**src/hdl/oid_pkg.sv**
```systemverilog
`timescale 1ns / 1ps

package oid_pkg;

  localparam int unsigned MaxIdentifiersDefault = 128;
  localparam int unsigned CountWidth = 8;
  localparam int unsigned PosWidth = 7;
  localparam int unsigned ValueWidth = 32;
  localparam int unsigned LenWidth = 16;
  localparam logic [7:0] FirstArcDivisor = 8'd40;
  localparam logic [7:0] GroupMask = 8'h7f;
  localparam logic [7:0] MoreMask = 8'h80;

  typedef struct packed {
    logic                  identifier_valid;
    logic [ValueWidth-1:0] identifier_value;
    logic [PosWidth-1:0]   identifier_position;
    logic                  end_of_object;
    logic                  too_long;
    logic [CountWidth-1:0] identifier_count;
  } result_t;

  typedef struct packed {
    logic [7:0]          content_byte;
    logic [LenWidth-1:0] content_length;
    logic                first_byte;
    logic                final_byte;
  } item_t;

  // byte / 40 via reciprocal: (b * 205) >> 13 is exact for any 8-bit b
  function automatic logic [7:0] div40(input logic [7:0] b);
    logic [15:0] prod;
    prod = 16'(b) * 16'd205;
    return 8'(prod >> 13);
  endfunction

  function automatic logic [7:0] mod40(input logic [7:0] b);
    logic [7:0] q;
    q = div40(b);
    return 8'(b - 8'(q * FirstArcDivisor));
  endfunction

endpackage

```
**src/hdl/oid_in_if.sv**
```systemverilog
`timescale 1ns / 1ps

interface oid_in_if;
  import oid_pkg::*;
  logic                valid;
  logic                ready;
  logic [7:0]          content_byte;
  logic [LenWidth-1:0] content_length;
  logic                first_byte;
  logic                final_byte;

  modport source (output valid, content_byte, content_length, first_byte, final_byte,
                  input ready);
  modport sink (input valid, content_byte, content_length, first_byte, final_byte,
                output ready);
endinterface

```
**src/hdl/oid_out_if.sv**
```systemverilog
`timescale 1ns / 1ps

interface oid_out_if;
  import oid_pkg::*;
  logic                  valid;
  logic                  ready;
  logic                  identifier_valid;
  logic [ValueWidth-1:0] identifier_value;
  logic [PosWidth-1:0]   identifier_position;
  logic                  end_of_object;
  logic                  too_long;
  logic [CountWidth-1:0] identifier_count;

  modport source (output valid, identifier_valid, identifier_value, identifier_position,
                  end_of_object, too_long, identifier_count, input ready);
  modport sink (input valid, identifier_valid, identifier_value, identifier_position,
                end_of_object, too_long, identifier_count, output ready);
endinterface

```
**src/hdl/oid_step.sv**
```systemverilog
`timescale 1ns / 1ps

module oid_step
  import oid_pkg::*;
#(
  parameter int unsigned MAX_IDENTIFIERS = MaxIdentifiersDefault
) (
  input  logic       clk,
  input  logic       rst,
  input  logic       accept,
  input  item_t      item,
  output result_t    res0,
  output result_t    res1,
  output logic [1:0] res_num
);

  localparam logic [CountWidth-1:0] MaxCount = CountWidth'(MAX_IDENTIFIERS);
  localparam logic [LenWidth-1:0] MaxLen = LenWidth'(MAX_IDENTIFIERS - 1);

  logic [ValueWidth-1:0] accumulator, accumulator_next;
  logic [CountWidth-1:0] decoded_count, decoded_count_next;
  logic                  discarding, discarding_next;

  logic [ValueWidth-1:0] shifted;
  logic                  term, emit;
  logic [7:0]            first_q, first_r;

  always_comb begin
    shifted = {accumulator[ValueWidth-8:0], item.content_byte[6:0] & GroupMask[6:0]};
    term = (item.content_byte & MoreMask) == 8'h00;
    emit = term && (decoded_count < MaxCount);
    first_q = div40(item.content_byte);
    first_r = mod40(item.content_byte);

    accumulator_next = accumulator;
    decoded_count_next = decoded_count;
    discarding_next = discarding;
    res0 = '0;
    res1 = '0;
    res_num = 2'd0;

    if (item.first_byte) begin
      accumulator_next = '0;
      if (item.content_length > MaxLen) begin
        discarding_next = 1'b1;
        decoded_count_next = '0;
        res0.end_of_object = 1'b1;
        res0.too_long = 1'b1;
        res_num = 2'd1;
      end else if (item.content_length == '0) begin
        discarding_next = 1'b1;
        decoded_count_next = CountWidth'(2);
        res0.identifier_valid = 1'b1;
        res1.identifier_valid = 1'b1;
        res1.identifier_position = PosWidth'(1);
        res1.end_of_object = 1'b1;
        res1.identifier_count = CountWidth'(2);
        res_num = 2'd2;
      end else begin
        discarding_next = item.final_byte;
        decoded_count_next = CountWidth'(2);
        res0.identifier_valid = 1'b1;
        res0.identifier_value = ValueWidth'(first_q);
        res1.identifier_valid = 1'b1;
        res1.identifier_value = ValueWidth'(first_r);
        res1.identifier_position = PosWidth'(1);
        res1.end_of_object = item.final_byte;
        res1.identifier_count = item.final_byte ? CountWidth'(2) : '0;
        res_num = 2'd2;
      end
    end else if (!discarding) begin
      accumulator_next = (term || item.final_byte) ? '0 : shifted;
      decoded_count_next = decoded_count + CountWidth'(emit);
      res0.identifier_valid = emit;
      res0.identifier_value = emit ? shifted : '0;
      res0.identifier_position = emit ? decoded_count[PosWidth-1:0] : '0;
      if (item.final_byte) begin
        discarding_next = 1'b1;
        res0.end_of_object = 1'b1;
        res0.identifier_count = decoded_count + CountWidth'(emit);
        res_num = 2'd1;
      end else if (emit) begin
        res_num = 2'd1;
      end
    end
  end

  always_ff @(posedge clk) begin
    if (rst) begin
      accumulator <= '0;
      decoded_count <= '0;
      discarding <= 1'b0;
    end else if (accept) begin
      accumulator <= accumulator_next;
      decoded_count <= decoded_count_next;
      discarding <= discarding_next;
    end
  end

endmodule

```
**src/hdl/object_identifier_decoder_core.sv**
```systemverilog
`timescale 1ns / 1ps
// BER object identifier decoder.
// ingress: one content byte of an identifier per word, with the declared
//   content length and first/final markers on every word.
// egress: one decoded sub-identifier, error or end result per word.
// Each accepted byte is decoded in the cycle it is taken; its results sit
// in a four-word output queue and are offered from the next cycle.
// Continuation bytes give at most one result each and run at one byte per
// cycle while ingress.ready is high. A first byte gives two results, so a
// stream of first bytes is limited by the single egress port.
// ingress.ready is high while the queue has room for two words, so input
// is taken whilst earlier results still wait; when the receiver stalls,
// bytes are taken until three or four words wait, then ingress is held
// off, also for bytes that give no result.
// Reset (rst, synchronous) empties the queue and clears the accumulator,
// the count and the discard flag.

module object_identifier_decoder_core
  import oid_pkg::*;
#(
  parameter int unsigned MAX_IDENTIFIERS = MaxIdentifiersDefault
) (
  input logic clk,
  input logic rst,
  oid_in_if.sink ingress,
  oid_out_if.source egress
);

  localparam int unsigned QueueDepth = 4;
  localparam int unsigned PtrWidth = $clog2(QueueDepth);

  item_t      item;
  result_t    res0, res1;
  logic [1:0] res_num;
  logic       in_acc, out_acc;

  result_t               queue [QueueDepth];
  logic [PtrWidth-1:0]   wr_ptr, rd_ptr;
  logic [PtrWidth:0]     fill, fill_next;
  logic [PtrWidth-1:0]   push_num, pop_num;
  result_t               head;

  assign item = '{content_byte: ingress.content_byte,
                  content_length: ingress.content_length,
                  first_byte: ingress.first_byte,
                  final_byte: ingress.final_byte};

  assign ingress.ready = fill <= (PtrWidth + 1)'(QueueDepth - 2);
  assign in_acc = ingress.valid && ingress.ready;
  assign out_acc = egress.valid && egress.ready;

  oid_step #(.MAX_IDENTIFIERS(MAX_IDENTIFIERS)) u_step (
    .clk(clk),
    .rst(rst),
    .accept(in_acc),
    .item(item),
    .res0(res0),
    .res1(res1),
    .res_num(res_num)
  );

  assign push_num = in_acc ? PtrWidth'(res_num) : '0;
  assign pop_num = PtrWidth'(out_acc);
  assign fill_next = fill + (PtrWidth + 1)'(push_num) - (PtrWidth + 1)'(pop_num);

  always_ff @(posedge clk) begin
    if (rst) begin
      wr_ptr <= '0;
      rd_ptr <= '0;
      fill <= '0;
    end else begin
      wr_ptr <= wr_ptr + push_num;
      rd_ptr <= rd_ptr + pop_num;
      fill <= fill_next;
    end
  end

  always_ff @(posedge clk) begin
    if (in_acc && res_num != 2'd0) begin
      queue[wr_ptr] <= res0;
    end
    if (in_acc && res_num == 2'd2) begin
      queue[wr_ptr + PtrWidth'(1)] <= res1;
    end
  end

  assign head = queue[rd_ptr];
  assign egress.valid = fill != '0;
  assign egress.identifier_valid = head.identifier_valid;
  assign egress.identifier_value = head.identifier_value;
  assign egress.identifier_position = head.identifier_position;
  assign egress.end_of_object = head.end_of_object;
  assign egress.too_long = head.too_long;
  assign egress.identifier_count = head.identifier_count;

endmodule

```
**src/flat_wrapper.sv**
```systemverilog
// flat-port wrapper written by rule: the top's interface ports become plain ports
module object_identifier_decoder_core_flat import oid_pkg::*;
#(
  parameter int unsigned MAX_IDENTIFIERS = MaxIdentifiersDefault
)
  (clk, rst, ingress_valid, ingress_content_byte, ingress_content_length, ingress_first_byte, ingress_final_byte, ingress_ready, egress_valid, egress_identifier_valid, egress_identifier_value, egress_identifier_position, egress_end_of_object, egress_too_long, egress_identifier_count, egress_ready);
  oid_in_if ingress_i ();
  oid_out_if egress_i ();
  input logic clk;
  input logic rst;
  input wire logic [$bits(ingress_i.valid)-1:0] ingress_valid;
  input wire logic [$bits(ingress_i.content_byte)-1:0] ingress_content_byte;
  input wire logic [$bits(ingress_i.content_length)-1:0] ingress_content_length;
  input wire logic [$bits(ingress_i.first_byte)-1:0] ingress_first_byte;
  input wire logic [$bits(ingress_i.final_byte)-1:0] ingress_final_byte;
  output wire logic [$bits(ingress_i.ready)-1:0] ingress_ready;
  output wire logic [$bits(egress_i.valid)-1:0] egress_valid;
  output wire logic [$bits(egress_i.identifier_valid)-1:0] egress_identifier_valid;
  output wire logic [$bits(egress_i.identifier_value)-1:0] egress_identifier_value;
  output wire logic [$bits(egress_i.identifier_position)-1:0] egress_identifier_position;
  output wire logic [$bits(egress_i.end_of_object)-1:0] egress_end_of_object;
  output wire logic [$bits(egress_i.too_long)-1:0] egress_too_long;
  output wire logic [$bits(egress_i.identifier_count)-1:0] egress_identifier_count;
  input wire logic [$bits(egress_i.ready)-1:0] egress_ready;
  assign ingress_i.valid = ingress_valid;
  assign ingress_i.content_byte = ingress_content_byte;
  assign ingress_i.content_length = ingress_content_length;
  assign ingress_i.first_byte = ingress_first_byte;
  assign ingress_i.final_byte = ingress_final_byte;
  assign ingress_ready = ingress_i.ready;
  assign egress_valid = egress_i.valid;
  assign egress_identifier_valid = egress_i.identifier_valid;
  assign egress_identifier_value = egress_i.identifier_value;
  assign egress_identifier_position = egress_i.identifier_position;
  assign egress_end_of_object = egress_i.end_of_object;
  assign egress_too_long = egress_i.too_long;
  assign egress_identifier_count = egress_i.identifier_count;
  assign egress_i.ready = egress_ready;
  object_identifier_decoder_core #(.MAX_IDENTIFIERS(MAX_IDENTIFIERS)) u_core (.clk(clk), .rst(rst), .ingress(ingress_i), .egress(egress_i));
endmodule
```
**config.mk**
```make
export PLATFORM = sky130hd
export DESIGN_NAME = object_identifier_decoder_core_flat
export DESIGN_NICKNAME = d
export VERILOG_FILES = /design/src/hdl/oid_pkg.sv /design/src/hdl/oid_in_if.sv /design/src/hdl/oid_out_if.sv /design/src/hdl/oid_step.sv /design/src/hdl/object_identifier_decoder_core.sv /design/src/flat_wrapper.sv
export SDC_FILE = /design/constraint.sdc
export NUM_CORES = 1
export LEC_CHECK = 0
export BUFFER_PORTS_ARGS = -buffer_cell sky130_fd_sc_hd__buf_4
export CAP_MARGIN = 30
export CORE_AREA = 3 3 218 220
export CTS_BUF_LIST = sky130_fd_sc_hd__clkbuf_16
export DETAILED_ROUTE_END_ITERATION = 12
export DIE_AREA = 0 0 221 223
export PLACE_DENSITY = 0.47
export SYNTH_ARGS = -nofsm -noshare
export SYNTH_HDL_FRONTEND = slang
export SYNTH_HIERARCHICAL = 1
export SYNTH_SLANG_ARGS = --single-unit
```
**constraint.sdc**
```tcl
create_clock -name clk -period 9.95 [get_ports clk]
set_input_delay 0 -clock clk [delete_from_list [all_inputs] [get_ports clk]]
set_output_delay 0 -clock clk [all_outputs]
set_load 0.005 [all_outputs]
```
==> impl_metrics.toml, run 1 <==
[place]
globalplace.congestion = 0.751
io_buffers = 81
place_area_mm2 = 0.0147
dp_hpwl_um = 19800
dp_cells = 1596

[clock_tree]
ctsHoldBuffers = 24
cts_tree = "done"
root_buffer = "clkbuf_16"
h-tree-depth = 1
numCtsBuffers = 26
clk_latency_ns = 0.53
cts_sinks = 241
cts_setup_buffers = 0
post_cts_resized = 0
clock_path_buffers = 3
clk_pin_slew_ns = 0.06

[yosys]
synth_seq_cells = 241
yosysSeqAreaShare_pct = 49.9
synthTopCellsByArea = "edfxtp_1 44%, mux2_2 15%, mux4_2 8.2%"
ys_warn_count = 6
ys.flop_type = "edfxtp_1"
synth_top_cell_area_share_pct = 43.9
synth_edf_count = 200
synth_area_per_cell_um2 = 14.3
syn_inst = 953
synthArstFlopShare_pct = 0
yosysTopAreaCell = "edfxtp_1"
syn_area_mm2 = 0.0137
synth_cell_types = 55

[cells_and_area]
area_delta_synth_final_pct = 15.4
fin_area_mm2 = 0.0158
diodes = 0
layout_commonest_cell = "edfxtp_1"
layout-drive-gt1-share_pct = 37.9
num-nets-final = 1146
finalNonFillerCells = 1668
utilization_pct = 34.7
layout_common_cells = "200 x edfxtp_1, 180 x mux2_2, 95 x buf_4"

[setup_path]
critPathKind = "in2reg"
slowest_stage = "dlygate4sd3_1"
arrival_ns = 5.83
cpMostUsedCell = "ha_1"
worstPathRequired_ns = 10.36
cp-start-kind = "primary input"
r2r_slack_ns = 6.55
cp_slowest_stage_delay_ns = 0.53
rr_worst_depth = 7
path_max_fanout = 7
worst_r2r_endpoint = "u_core/queue[0][22]"
worstSetupEndpointType = "flip-flop"
crit_chain = "dlygate4sd3_1, buf_4, ha_1, xor2_1, ha_1, fa_1, inv_1, fa_1, inv_1, ha_1, o21a_1, o21a_1, or2_2, a41oi_2, xnor2_1, ha_1, inv_1, fa_1, a21o_1, a21oi_1, xnor2_1, or3_1, a21oi_1, mux2_2"
timing.rr.start = "u_core/u_step/discarding"

[power]
ir_drop_mv = 0.125
p_leak_nw = 6.25
p_per_area_mw_per_mm2 = 187
power_mw = 2.95

[outcome]
status = "complete, no violations"

[sta]
fin_crit_ns = 5.42
tightest_slew_ns = 0.995
fin_crit_sh_pct = 54.5
tns_ns = 0
max_freq_mhz = 185
finalHoldViolations = 0
final-setup-viol-count = 0
maxSlewViolCount = 0
skew_ns = 0.00560
slew_headroom_pct = 33.6
grt_setup_unrepaired = "false"

[die]
core_area_mm2 = 0.0455
boundaryPins = 82
initial_utilization_pct = 30.1
dieArea_mm2 = 0.0493
die_w_um = 221
die_h_um = 223
core.rowCount = 78

[drt]
drt_iter0_drc = 340
ant_nets = 0
drt_pass1_iterations = 4
wl_per_cell_um = 19.8
vias_per_cell = 4.70
vias = 7832
drt-total-wl_um = 33000
route.detailed.drc = 0

[hold_path]
min_from = "ingress_content_length[9]"
holdPathEnd = "u_core/u_step/decoded_count[1]"
hp-class = "in2reg"
min_path_cells = 4

[global_route]
grt_pass1_wl_um = 52100
grt_pass1_vias = 8507
antenna_found_initial = 0
overflow = 0
grt_max_degree = 52
grt_use_total_pct = 13.4

[job]
drv_cap = 0
final cells by class:
cell class                 count  area (um2)
clock buffer                  31         776
timing repair buffer         119         953
inverter                      38         143
tap                          600         751
clock inverter                17        71.3
sequential                   241        6830
multi-input combinational    622        6260
fill                        4527       29700
layer usage:
metal	wire length (um)	up-vias	share of wire, %	track usage, %
li1	-	3740	-	-
met1	15500	3962	47	18.1
met2	16200	98	49	23.4
met3	906	32	2.7	1.50
met4	459	0	1.4	2.89
met5	0	-	0	0
state kept, by name (all words and copies together), names as in the netlist:
| signal | cells |
|---|---|
| u_core/fill | 3 |
| u_core/queue | 200 |
| u_core/rd_ptr | 2 |
| u_core/u_step/accumulator | 25 |
| u_core/u_step/decoded_count | 8 |
| u_core/u_step/discarding | 1 |
| u_core/wr_ptr | 2 |
logic make-up (layout without fill, tap and decap cells):
group                      Yosys count  in the layout  share of synthesized area (%)
muxes                              252            252                           25.4
adders and majority gates           68             68                           6.83
other                                1             38                         0.0274
buffers and inverters              127            205                           5.81
AOI/OAI and AO/OA                   81             81                           4.18
and+or+nand+nor                    162            162                           6.48
DFF                                241            241                           49.9
xor gates and xnor gates            21             21                           1.35
power breakdown:
part / switching (mW) / total, mW / internal (mW)
Clock: 0.391 / 0.942 / 0.551
Combinational: 0.403 / 0.801 / 0.398
Sequential: 0.0502 / 1.21 / 1.16
per-stage QoR:
stage | setup WS (ns) | hold slack [ns]
2_1_floorplan | 4.50 | 0.0667
3_3_place_gp | 4.55 | 0.314
3_5_place_dp | 4.55 | 0.321
4_1_cts | 4.54 | 0.0154
5_1_grt | 4.22 | 0.0424
6_report | 4.53 | 0.0465
synthesized netlist by cell type, types with 8 or more instances:
master / instances
dfxtp_1: 41
nand2_1: 22
and2_1: 35
buf_2: 10
a22oi_1: 25
mux4_2: 50
mux2_4: 20
edfxtp_1: 200
a21o_1: 8
ha_1: 57
buf_4: 41
clkbuf_1: 16
mux2_2: 180
inv_1: 38
fa_1: 11
xor2_1: 9
xnor2_1: 12
and3_1: 8
o21ai_0: 11
a21oi_1: 15
nor2_1: 55
buf_6: 20
critical path, delay by kind of cell:
family	cells	cell delay [ns]
adders and majority gates	7	2.55
AOI/OAI and AO/OA	6	1.18
buffers and inverters	5	0.84
and+or+nand+nor	2	0.61
xor gates and xnor gates	3	0.46
muxes	1	0.21
worst max path at each step:
stage	startpoint	endpoint
floorplan	u_core/u_step/discarding	u_core/queue[1][0]
global placement	ingress_content_byte[1]	u_core/queue[1][24]
detailed placement	ingress_content_byte[1]	u_core/queue[2][24]
CTS	ingress_content_byte[1]	u_core/queue[3][24]
global route	ingress_content_byte[1]	u_core/queue[1][24]
finish	ingress_content_byte[1]	u_core/queue[3][24]
(Power assumes the default switching activity.)
==> inputs of run 2 (changes only) <==
Settings changed: PLACE_DENSITY 0.47 to 0.48.
Clock period 9.95 ns to 4.56 ns, I/O delays scaled along.
==> run 2 against run 1 <==
Sequential power grew 110%; flip-flop and latch count is the same; worst hold slack gained 0.092 ns; combinational power grew to 2.6 times the previous value; clock skew grew 0.0099 ns; die area is the same; final area grew 3.5%; non-clock buffer count grew 48; via count grew 1.7%; sequential share of layout area shrank 1.4 points; critical path depth shrank 1.
==> impl_metrics.toml, run 2 (same netlist as run 1, synthesis figures left out) <==
[sta]
fin_crit_ns = 4.45
tightest_slew_ns = 0.871
finalHoldViolations = 0
skew_ns = 0.0155
tns_ns = 0
final-setup-viol-count = 0
maxSlewViolCount = 0
grt_setup_unrepaired = "true"
fin_crit_sh_pct = 97.5
slew_headroom_pct = 41.8
max_freq_mhz = 225

[die]
core_area_mm2 = 0.0455
core.rowCount = 78
boundaryPins = 82
dieArea_mm2 = 0.0493
die_w_um = 221
initial_utilization_pct = 30.1
die_h_um = 223

[setup_path]
path_max_fanout = 4
critPathBufInv = 4
critPathKind = "in2reg"
rr_worst_depth = 7
worstSetupEndpointType = "flip-flop"
arrival_ns = 4.84
critPathTopFamily = "adder cells"
r2r_slack_ns = 0.99
cp_slowest_stage_delay_ns = 0.49
slowest_stage = "fa_1"
worstPathRequired_ns = 4.95
crit_chain = "buf_12, ha_4, xor2_2, ha_1, fa_1, inv_1, fa_1, inv_2, ha_4, o21a_1, o21a_1, or2_4, a41oi_2, xnor2_2, ha_2, inv_2, fa_2, a21o_1, a21oi_2, xnor2_2, or3_1, a21oi_2, mux2_4"
worst_r2r_endpoint = "u_core/queue[3][24]"
cp-start-kind = "primary input"
timing.rr.start = "u_core/u_step/discarding"

[clock_tree]
h-tree-depth = 1
numCtsBuffers = 26
root_buffer = "clkbuf_16"
cts_tree = "done"
clk_pin_slew_ns = 0.06
clock_path_buffers = 3
cts_sinks = 241
clk_latency_ns = 0.53

[cells_and_area]
num-nets-final = 1194
area_delta_synth_final_pct = 19.4
fillers = 4456
layout_common_cells = "200 x edfxtp_1, 176 x mux2_2, 145 x buf_4"
layout_commonest_cell = "edfxtp_1"
multiInputGateArea_mm2 = 0.00643
utilization_pct = 35.9
fin_area_mm2 = 0.0163
seq_area_mm2 = 0.00683
layout-drive-gt1-share_pct = 43.1
reg_top3 = "u_core/queue: 200 flops, u_core/u_step/accumulator: 25 flops, u_core/u_step/decoded_count: 8 flops"
finalNonFillerCells = 1716
diodes = 0
largest_register = "u_core/queue"
largest_register_ffs = 200

[power]
p_per_area_mw_per_mm2 = 413
ir_drop_mv = 0.215
p_leak_nw = 6.49
power_mw = 6.74

[global_route]
grt_pass1_wl_um = 52200
antenna_found_initial = 0
grt_max_degree = 42
grt_use_total_pct = 13.5
grt_pass1_vias = 8581
overflow = 0

[drt]
drt-total-wl_um = 33800
drt_iter0_drc = 429
drt_pass1_iterations = 4
vias = 7966
wl_per_cell_um = 19.7
route.detailed.drc = 0
vias_per_cell = 4.64
ant_nets = 0

[hold_path]
min_path_cells = 6
hp-class = "in2reg"
min_from = "ingress_content_length[8]"
holdPathEnd = "u_core/queue[0][8]"

[outcome]
status = "complete, no violations"

[place]
dp_hpwl_um = 21500
dp_cells = 1647
place_area_mm2 = 0.0151
io_buffers = 81
globalplace.congestion = 0.781

[job]
drv_cap = 0
==> run 2: cell count changes in the layout (fill, tap and decap cells not counted), sizes merged <==
cell and change:
buf +54, dlygate4sd3 -6, bufinv +2, clkinvlp +2, clkbuf -4
==> run 2: report_power, final <==
group          internal (mW)  switching [mW]
Clock                   1.18           0.869
Combinational           1.08            1.01
Sequential              2.53          0.0695
==> run 2: what timing repair did <==
action,4_1_cts,5_1_grt
hold buffers,18,0
setup endpoints to repair,0,4
resized for setup,0,25
hold endpoints to repair,41,0
setup buffers,0,2
==> run 2: metal layers <==
layer | global-route usage (%) | vias up | part of all wire [%]
li1 | - | 3825 | -
met3 | 1.92 | 26 | 3.9
met4 | 2.47 | 0 | 1.1
met2 | 23.4 | 134 | 49
met5 | 0 | - | 0
met1 | 18.2 | 3981 | 46
==> run 2: cell type report <==
class / count / share of cell area [%]
Inverter: 38 / 0.873
Clock buffer: 27 / 4.14
Sequential cell: 241 / 41.8
Clock inverter: 21 / 0.935
Timing Repair Buffer: 167 / 8.25
Tap cell: 600 / 4.60
Multi-Input combinational cell: 622 / 39.4
==> run 2: per-stage QoR <==
step                hold slack [ns]  setup slack (ns)
floorplan                    0.0667            -0.891
global placement              0.409            -0.435
detailed placement            0.437            -0.481
CTS                           0.136            0.0592
global route                  0.173           -0.0616
finish                        0.138             0.114
==> run 2: worst max path at each step <==
stage	depth (start not counted)	endpoint	slack [ns]	from
finish	23	u_core/queue[3][24]	0.11	ingress_content_byte[1]
CTS	22	u_core/queue[1][24]	0.06	ingress_content_byte[1]
global route	22	u_core/queue[2][24]	-0.06	ingress_content_byte[2]
global placement	22	u_core/queue[2][24]	-0.44	ingress_content_byte[1]
floorplan	6	u_core/queue[1][0]	-0.89	u_core/u_step/discarding
detailed placement	22	u_core/queue[2][24]	-0.48	ingress_content_byte[1]
==> run 2: worst register-to-register path, cell delays in order (launching register included) <==
cell	delay [ns]
dfxtp_1	0.53
nor2_1	0.21
nand2_1	0.28
nand3_1	0.27
and2b_2	0.43
nand4_4	0.70
buf_4	0.55
mux2_4	0.34
